### config.mk
export PLATFORM = sky130hd
export DESIGN_NAME = md5_message_digest
export DESIGN_NICKNAME = d
export VERILOG_FILES = /design/src/hw/rtl/md5_pkg.sv /design/src/hw/rtl/md5_message_digest.sv
export SDC_FILE = /design/constraint.sdc
export NUM_CORES = 2
export LEC_CHECK = 0
export ABC_AREA = 1
export BUFFER_PORTS_ARGS = -buffer_cell sky130_fd_sc_hd__buf_4
export CAP_MARGIN = 10
export CORE_MARGIN = 5
export CORE_UTILIZATION = 30
export CTS_BUF_LIST = sky130_fd_sc_hd__clkbuf_16
export DETAILED_ROUTE_END_ITERATION = 8
export PLACE_DENSITY = 0.47
export SYNTH_ARGS = -nofsm -noshare
export SYNTH_HDL_FRONTEND = slang
export SYNTH_SLANG_ARGS = --single-unit
### constraint.sdc
create_clock -name clk_i -period 10.36 [get_ports clk_i]
set_input_delay 1.554 -clock clk_i [delete_from_list [all_inputs] [get_ports clk_i]]
set_output_delay 1.554 -clock clk_i [all_outputs]
set_load 0.05 [all_outputs]
### src/hw/rtl/md5_pkg.sv
// ----------------------------------------------------------------------------
// MD5 digest package
// Word types, microcode encoding, round constants and the control store.
// ----------------------------------------------------------------------------
package md5_pkg;

  typedef struct packed {
    logic       cmd;
    logic [7:0] data_byte;
  } md5_in_t;

  typedef struct packed {
    logic [7:0] digest_byte;
    logic [3:0] byte_index;
    logic       last_of_digest;
  } md5_out_t;

  localparam logic CMD_APPEND = 1'b0;
  localparam logic CMD_FINISH = 1'b1;

  typedef logic [3:0] upc_t;

  localparam upc_t PC_WAIT   = 4'd0;
  localparam upc_t PC_PAD80  = 4'd1;
  localparam upc_t PC_PADCHK = 4'd2;
  localparam upc_t PC_PADZ   = 4'd3;
  localparam upc_t PC_LENLO  = 4'd4;
  localparam upc_t PC_LENHI  = 4'd5;
  localparam upc_t PC_ROUND  = 4'd6;
  localparam upc_t PC_ADD    = 4'd7;
  localparam upc_t PC_EMIT   = 4'd8;
  localparam upc_t PC_INIT   = 4'd9;

  typedef enum logic [3:0] {
    OP_WAIT,
    OP_PAD80,
    OP_NOP,
    OP_ZERO,
    OP_LENLO,
    OP_LENHI,
    OP_ROUND,
    OP_ADD,
    OP_EMIT,
    OP_INIT
  } op_e;

  typedef enum logic [2:0] {
    C_NEXT,
    C_WAIT,
    C_POS63,
    C_POS56,
    C_ALWAYS,
    C_RND_LAST,
    C_RETURN,
    C_EMIT_LAST
  } cond_e;

  typedef struct packed {
    op_e   op;
    cond_e cond;
    upc_t  jmp;
    upc_t  nxt;
    logic  set_ret;
    upc_t  ret;
  } ctrl_t;

  localparam logic [31:0] IV_A = 32'h67452301;
  localparam logic [31:0] IV_B = 32'hefcdab89;
  localparam logic [31:0] IV_C = 32'h98badcfe;
  localparam logic [31:0] IV_D = 32'h10325476;

  localparam logic [7:0] PAD_BYTE = 8'h80;
  localparam logic [5:0] POS_LAST = 6'd63;
  localparam logic [5:0] POS_LEN  = 6'd56;
  localparam logic [3:0] WORD_LENLO = 4'd14;
  localparam logic [3:0] WORD_LENHI = 4'd15;

  localparam logic [31:0] K_TAB [64] = '{
    32'hd76aa478, 32'he8c7b756, 32'h242070db, 32'hc1bdceee,
    32'hf57c0faf, 32'h4787c62a, 32'ha8304613, 32'hfd469501,
    32'h698098d8, 32'h8b44f7af, 32'hffff5bb1, 32'h895cd7be,
    32'h6b901122, 32'hfd987193, 32'ha679438e, 32'h49b40821,
    32'hf61e2562, 32'hc040b340, 32'h265e5a51, 32'he9b6c7aa,
    32'hd62f105d, 32'h02441453, 32'hd8a1e681, 32'he7d3fbc8,
    32'h21e1cde6, 32'hc33707d6, 32'hf4d50d87, 32'h455a14ed,
    32'ha9e3e905, 32'hfcefa3f8, 32'h676f02d9, 32'h8d2a4c8a,
    32'hfffa3942, 32'h8771f681, 32'h6d9d6122, 32'hfde5380c,
    32'ha4beea44, 32'h4bdecfa9, 32'hf6bb4b60, 32'hbebfbc70,
    32'h289b7ec6, 32'heaa127fa, 32'hd4ef3085, 32'h04881d05,
    32'hd9d4d039, 32'he6db99e5, 32'h1fa27cf8, 32'hc4ac5665,
    32'hf4292244, 32'h432aff97, 32'hab9423a7, 32'hfc93a039,
    32'h655b59c3, 32'h8f0ccc92, 32'hffeff47d, 32'h85845dd1,
    32'h6fa87e4f, 32'hfe2ce6e0, 32'ha3014314, 32'h4e0811a1,
    32'hf7537e82, 32'hbd3af235, 32'h2ad7d2bb, 32'heb86d391
  };

  localparam logic [4:0] ROT_TAB [16] = '{
    5'd7, 5'd12, 5'd17, 5'd22, 5'd5, 5'd9,  5'd14, 5'd20,
    5'd4, 5'd11, 5'd16, 5'd23, 5'd6, 5'd10, 5'd15, 5'd21
  };

  function automatic logic [3:0] msg_idx(logic [5:0] rnd);
    logic [3:0] i;
    logic [3:0] g;
    i = rnd[3:0];
    case (rnd[5:4])
      2'd0:    g = i;
      2'd1:    g = 4'((i << 2) + i + 4'd1);
      2'd2:    g = 4'((i << 1) + i + 4'd5);
      default: g = 4'((i << 3) - i);
    endcase
    return g;
  endfunction

  function automatic ctrl_t ucode(upc_t pc);
    ctrl_t cw;
    cw = '{op: OP_NOP, cond: C_NEXT, jmp: PC_WAIT, nxt: PC_WAIT, set_ret: 1'b0,
           ret: PC_WAIT};
    case (pc)
      PC_WAIT:   cw = '{OP_WAIT,  C_WAIT,      PC_ROUND,  PC_PAD80,  1'b1, PC_WAIT};
      PC_PAD80:  cw = '{OP_PAD80, C_POS63,     PC_ROUND,  PC_PADCHK, 1'b1, PC_PADCHK};
      PC_PADCHK: cw = '{OP_NOP,   C_POS56,     PC_LENLO,  PC_PADZ,   1'b0, PC_WAIT};
      PC_PADZ:   cw = '{OP_ZERO,  C_POS63,     PC_ROUND,  PC_PADCHK, 1'b1, PC_PADCHK};
      PC_LENLO:  cw = '{OP_LENLO, C_NEXT,      PC_WAIT,   PC_LENHI,  1'b0, PC_WAIT};
      PC_LENHI:  cw = '{OP_LENHI, C_ALWAYS,    PC_ROUND,  PC_WAIT,   1'b1, PC_EMIT};
      PC_ROUND:  cw = '{OP_ROUND, C_RND_LAST,  PC_ADD,    PC_ROUND,  1'b0, PC_WAIT};
      PC_ADD:    cw = '{OP_ADD,   C_RETURN,    PC_WAIT,   PC_WAIT,   1'b0, PC_WAIT};
      PC_EMIT:   cw = '{OP_EMIT,  C_EMIT_LAST, PC_INIT,   PC_EMIT,   1'b0, PC_WAIT};
      PC_INIT:   cw = '{OP_INIT,  C_ALWAYS,    PC_WAIT,   PC_WAIT,   1'b0, PC_WAIT};
      default:   cw = '{OP_NOP,   C_ALWAYS,    PC_WAIT,   PC_WAIT,   1'b0, PC_WAIT};
    endcase
    return cw;
  endfunction

endpackage

### src/hw/rtl/md5_message_digest.sv
// ----------------------------------------------------------------------------
// Append word: stores one byte; a word that fills a block starts a compression.
// Finish word: pads with 0x80 and zero bytes, appends the bit length (in an extra
// block when it spills) and compresses; then 16 output words follow.
// Reset (async, low): chaining words to the MD5 IV, counters to zero.
// ----------------------------------------------------------------------------
module md5_message_digest (
  input  logic              clk_i,
  input  logic              rst_ni,
  input  logic              in_valid_i,
  output logic              in_ready_o,
  input  md5_pkg::md5_in_t  in_data_i,
  output logic              out_valid_o,
  input  logic              out_ready_i,
  output md5_pkg::md5_out_t out_data_o
);

  md5_pkg::upc_t  pc_q, pc_d, ret_q, ret_d;
  md5_pkg::ctrl_t cw;
  logic [5:0]     rnd_q, rnd_d;
  logic [5:0]     pos_q, pos_d;
  logic [3:0]     k_q, k_d;
  logic [63:0]    count_q, count_d;
  logic [31:0]    chain_q [4];
  logic [31:0]    chain_d [4];
  logic [31:0]    a_q, b_q, c_q, d_q;
  logic [31:0]    blk_q [16];

  logic        in_acc, out_acc, taken, load_abcd;
  logic        byte_we;
  logic [7:0]  byte_wd;
  logic [31:0] f, m, sum, rot;
  logic [63:0] rot_wide;
  logic [4:0]  s;
  logic [31:0] sel_word;

  assign cw      = md5_pkg::ucode(pc_q);
  assign in_acc  = in_valid_i && in_ready_o;
  assign out_acc = out_valid_o && out_ready_i;

  assign in_ready_o  = (pc_q == md5_pkg::PC_WAIT);
  assign out_valid_o = (pc_q == md5_pkg::PC_EMIT);

  assign sel_word               = chain_q[k_q[3:2]];
  assign out_data_o.digest_byte = sel_word[{k_q[1:0], 3'b000} +: 8];
  assign out_data_o.byte_index  = k_q;
  assign out_data_o.last_of_digest = (k_q == 4'd15);

  always_comb begin
    case (cw.cond)
      md5_pkg::C_WAIT:      taken = in_acc && (in_data_i.cmd == md5_pkg::CMD_APPEND)
                                    && (pos_q == md5_pkg::POS_LAST);
      md5_pkg::C_POS63:     taken = (pos_q == md5_pkg::POS_LAST);
      md5_pkg::C_POS56:     taken = (pos_q == md5_pkg::POS_LEN);
      md5_pkg::C_ALWAYS:    taken = 1'b1;
      md5_pkg::C_RND_LAST:  taken = (rnd_q == 6'd63);
      md5_pkg::C_EMIT_LAST: taken = out_acc && (k_q == 4'd15);
      default:              taken = 1'b0;
    endcase
  end

  always_comb begin
    ret_d = ret_q;
    if (cw.cond == md5_pkg::C_RETURN) begin
      pc_d = ret_q;
    end else if (taken) begin
      pc_d = cw.jmp;
      if (cw.set_ret) ret_d = cw.ret;
    end else if (cw.cond == md5_pkg::C_WAIT) begin
      // hold until a finish word arrives
      pc_d = (in_acc && (in_data_i.cmd == md5_pkg::CMD_FINISH)) ? cw.nxt : pc_q;
    end else begin
      pc_d = cw.nxt;
    end
  end

  assign load_abcd = taken && (cw.jmp == md5_pkg::PC_ROUND) && (pc_q != md5_pkg::PC_ROUND);

  always_comb begin
    case (rnd_q[5:4])
      2'd0:    f = (b_q & c_q) | (~b_q & d_q);
      2'd1:    f = (b_q & d_q) | (c_q & ~d_q);
      2'd2:    f = b_q ^ c_q ^ d_q;
      default: f = c_q ^ (b_q | ~d_q);
    endcase
  end

  assign m        = blk_q[md5_pkg::msg_idx(rnd_q)];
  assign s        = md5_pkg::ROT_TAB[{rnd_q[5:4], rnd_q[1:0]}];
  assign sum      = a_q + f + m + md5_pkg::K_TAB[rnd_q];
  assign rot_wide = {sum, sum} << s;
  assign rot      = rot_wide[63:32];

  always_comb begin
    rnd_d   = rnd_q;
    pos_d   = pos_q;
    k_d     = k_q;
    count_d = count_q;
    chain_d = chain_q;
    byte_we = 1'b0;
    byte_wd = in_data_i.data_byte;
    case (cw.op)
      md5_pkg::OP_WAIT: begin
        if (in_acc && (in_data_i.cmd == md5_pkg::CMD_APPEND)) begin
          byte_we = 1'b1;
          pos_d   = pos_q + 6'd1;
          count_d = count_q + 64'd8;
        end
      end
      md5_pkg::OP_PAD80: begin
        byte_we = 1'b1;
        byte_wd = md5_pkg::PAD_BYTE;
        pos_d   = pos_q + 6'd1;
      end
      md5_pkg::OP_ZERO: begin
        byte_we = 1'b1;
        byte_wd = 8'h00;
        pos_d   = pos_q + 6'd1;
      end
      md5_pkg::OP_ROUND: rnd_d = rnd_q + 6'd1;
      md5_pkg::OP_ADD: begin
        chain_d[0] = chain_q[0] + a_q;
        chain_d[1] = chain_q[1] + b_q;
        chain_d[2] = chain_q[2] + c_q;
        chain_d[3] = chain_q[3] + d_q;
      end
      md5_pkg::OP_EMIT: begin
        if (out_acc) k_d = k_q + 4'd1;
      end
      md5_pkg::OP_INIT: begin
        chain_d[0] = md5_pkg::IV_A;
        chain_d[1] = md5_pkg::IV_B;
        chain_d[2] = md5_pkg::IV_C;
        chain_d[3] = md5_pkg::IV_D;
        count_d    = '0;
        pos_d      = '0;
        k_d        = '0;
      end
      default: ;
    endcase
    if (load_abcd) rnd_d = '0;
  end

  always_ff @(posedge clk_i or negedge rst_ni) begin
    if (!rst_ni) begin
      pc_q       <= md5_pkg::PC_WAIT;
      ret_q      <= md5_pkg::PC_WAIT;
      rnd_q      <= '0;
      pos_q      <= '0;
      k_q        <= '0;
      count_q    <= '0;
      chain_q[0] <= md5_pkg::IV_A;
      chain_q[1] <= md5_pkg::IV_B;
      chain_q[2] <= md5_pkg::IV_C;
      chain_q[3] <= md5_pkg::IV_D;
    end else begin
      pc_q    <= pc_d;
      ret_q   <= ret_d;
      rnd_q   <= rnd_d;
      pos_q   <= pos_d;
      k_q     <= k_d;
      count_q <= count_d;
      chain_q <= chain_d;
    end
  end

  always_ff @(posedge clk_i) begin
    if (load_abcd) begin
      a_q <= chain_q[0];
      b_q <= chain_q[1];
      c_q <= chain_q[2];
      d_q <= chain_q[3];
    end else if (cw.op == md5_pkg::OP_ROUND) begin
      a_q <= d_q;
      b_q <= b_q + rot;
      c_q <= b_q;
      d_q <= c_q;
    end
  end

  always_ff @(posedge clk_i) begin
    if (byte_we) begin
      blk_q[pos_q[5:2]][{pos_q[1:0], 3'b000} +: 8] <= byte_wd;
    end else if (cw.op == md5_pkg::OP_LENLO) begin
      blk_q[md5_pkg::WORD_LENLO] <= count_q[31:0];
    end else if (cw.op == md5_pkg::OP_LENHI) begin
      blk_q[md5_pkg::WORD_LENHI] <= count_q[63:32];
    end
  end

endmodule
==> flow_summary.json <==
{
  "path_clk_slew_ps": 60,
  "place.gp.congestion": 0.9631,
  "endpoint_kind": "flip-flop",
  "power.leakage_uw": 0.02555,
  "std_cell_rows": 157,
  "grt_pass1_wl_um": 323100,
  "maxCapViolations": 0,
  "hp-start": "count_q[28]",
  "tns_ps": 0,
  "drc": 0,
  "power_density_mw_per_mm2": 117.0,
  "grt_pass1_vias": 48050,
  "drtPass1Iterations": 6,
  "clk_latency_ps": 770,
  "cp_common_cell": "nand2_1",
  "track_usage": 0.2228,
  "drive_gt1_frac": 0.08168,
  "post_cts_buffers": 0,
  "hold_class": "flip-flop to flip-flop",
  "cts_tree": "done",
  "synth_most_common_cell": "nand2_1",
  "drt_iter0_drc": 4752,
  "max_freq_ghz": 0.1027,
  "status": "completed",
  "finalInstanceArea_sq_mm": 0.06233,
  "synth-edff-count": 640,
  "syn_area_sq_mm": 0.05529,
  "slew_viol_final": 0,
  "async_reset_ff_frac": 0.2479,
  "start_util": 0.3017,
  "grt_max_degree": 80,
  "dp_hpwl_um": 162700,
  "syn_area_per_cell_sq_um": 8.185,
  "syn2layout_area_growth_pct": 12.73,
  "crit_family": "simple AND/OR/NAND/NOR gates",
  "yosysTopAreaCell": "edfxtp_1",
  "root_buffer": "clkbuf_16",
  "cp_slowest_cell": "fa_1",
  "synth_cells": 6755,
  "r2r_slack_ps": 620,
  "via_per_inst": 5.392,
  "die_w_um": 439.3,
  "via_count": 50060,
  "ys_seq_area_frac": 0.4445,
  "reg2reg_from": "rnd_q[1]",
  "dieArea_sq_mm": 0.1930,
  "worst_setup_path_start_kind": "flip-flop",
  "synth.net_count": 7073,
  "ys_top_cells_by_area": "edfxtp_1 (35%), nand2_1 (9.1%), nand3_1 (8.0%)",
  "fin_crit_sh": 0.9402,
  "multi_input_area_sq_mm": 0.02699,
  "ys.flop_type": "edfxtp_1",
  "rsz0062_at_grt": "no",
  "path_buf_inv": 9,
  "skew_ps": 67.37,
  "post_dp_cell_area_sq_mm": 0.05891,
  "finalHoldViolations": 0,
  "ios": 28,
  "drt-total-wl_um": 221800,
  "synth_largest_type_area_fraction": 0.3476,
  "setup.worst_path.start": "rnd_q[1]",
  "yosysWarnings": 0,
  "cts_sinks": 851,
  "fillers": 19140,
  "portBuffers": 27,
  "clock_path_buffers": 3,
  "period_needed_ps": 9740,
  "tightest_slew_ps": 1262,
  "antenna_found_initial": 0,
  "ys_types": 71,
  "setup.worst_path.class": "flip-flop to flip-flop",
  "die_h_um": 439.3,
  "core-area_sq_mm": 0.1833,
  "grt_overflow": 0,
  "synthTopCellsByCount": "nand2_1 (1342), nand3_1 (884), inv_1 (692)",
  "ys_seq_elements": 851,
  "max_slew_margin": 0.1572,
  "cts-buffers-inserted": 97,
  "holdBufCountCts": 0,
  "slowest_delay_ps": 530,
  "regArea_sq_mm": 0.02458,
  "cp_max_fo": 33,
  "setup_viol": 0,
  "arrival_ps": 10250,
  "ir_drop_mv": 0.1483,
  "routedWlPerCell_um": 23.89,
  "required_ps": 10870,
  "finalPower_uw": 7293,
  "htreeDepth": 3,
  "layout.nets": 7053,
  "ant_nets": 0
}
## flip-flops by register name (all words and copies together) (netlist names)
name     flops
b_q         32
pos_q        6
d_q         32
count_q     61
k_q          4
c_q         32
chain_q    128
ret_q        2
blk_q      512
a_q         32
rnd_q        6
pc_q         4
## worst reg2reg max path: cells and delay by family, from the launching register on
family,cells,cell delay [ps]
flops,1,420
fa+ha+maj,7,2590
simple gates,20,2950
compound gates,10,2040
buf+inv,9,1500
## what timing repair did
item | CTS | global route
resized for setup | 0 | 20
hold endpoints to repair | 0 | 0
endpoints found under the setup margin | 0 | 7
## cells by family after synthesis
kind of cell             share of synthesized area
AND/OR/NAND/NOR                             0.2319
AO/OA/AOI/OAI                               0.1568
multiplexers                             0.0007242
buffers and inverters                      0.07142
flip-flops                                  0.4445
XOR/XNOR                                   0.01584
adder cells (fa/ha/maj)                    0.07879
## path summary, 6_finish.rpt
path                                to  cells past startpoint
max                            b_q[24]                     46
min                        count_q[28]                      1
max reg2reg                    b_q[24]                     46
min reg2reg                count_q[28]                      1
max in group asynchronous  count_q[15]                      3
min in group asynchronous  chain_q[45]                      1
## routing by layer
metal,routed length [um],up-vias,track usage
met5,0,-,0
met4,10150,0,0.08895
met3,11960,399,0.02726
met2,103600,1708,0.3661
met1,96070,24440,0.2988
li1,-,23510,-
## layout by cell type (no fill, tap or decap), types with 13 or more instances in the layout
cell,n
a211oi_1,13
a21oi_1,505
a221oi_1,34
a31oi_1,105
buf_4,182
clkbuf_16,98
clkinv_1,23
clkinv_2,19
dfrtp_1,145
dfstp_2,64
edfxtp_1,640
fa_1,72
ha_1,233
inv_1,707
inv_2,17
nand2_1,1339
nand3_1,883
nand4_1,50
nor2_1,426
nor3_1,97
nor4_1,22
o211ai_1,45
o21ai_0,558
o21ai_1,19
o21bai_1,13
o22ai_1,113
o31ai_1,16
or2_2,43
xnor2_1,39
xor2_1,61
## stage by stage
| stage | std cells | hold slack (ps) | util | setup slack [ps] |
|---|---|---|---|---|
| floorplan | 6755 | 433.3 | - | 1042 |
| global route | 9283 | 499.3 | 0.3401 | 15.36 |
| CTS | 9280 | 465.7 | 0.3395 | 337.0 |
| detailed placement | 9097 | 457.0 | 0.3214 | 356.5 |
| finish | 9284 | 461.3 | 0.3401 | 619.9 |
| global placement | 9095 | 451.0 | 0.3214 | 332.3 |
## report_power, final
group	total, uW	internal, uW	switching (uW)
combinational	42.4	7.21	35.2
clock	3610	2040	1570
sequential	3640	3640	0
## area by class of cell
type / instances / area share
Multi-Input combinational cell: 4871 / 0.4330
Sequential cell: 851 / 0.3944
Tap cell: 2464 / 0.04946
Inverter: 714 / 0.04330
Clock buffer: 98 / 0.03934
Timing Repair Buffer: 200 / 0.02666
Clock inverter: 85 / 0.01379
Antenna cell: 1 / 0.00004015
Note: power is estimated with default switching activity, not from simulation.
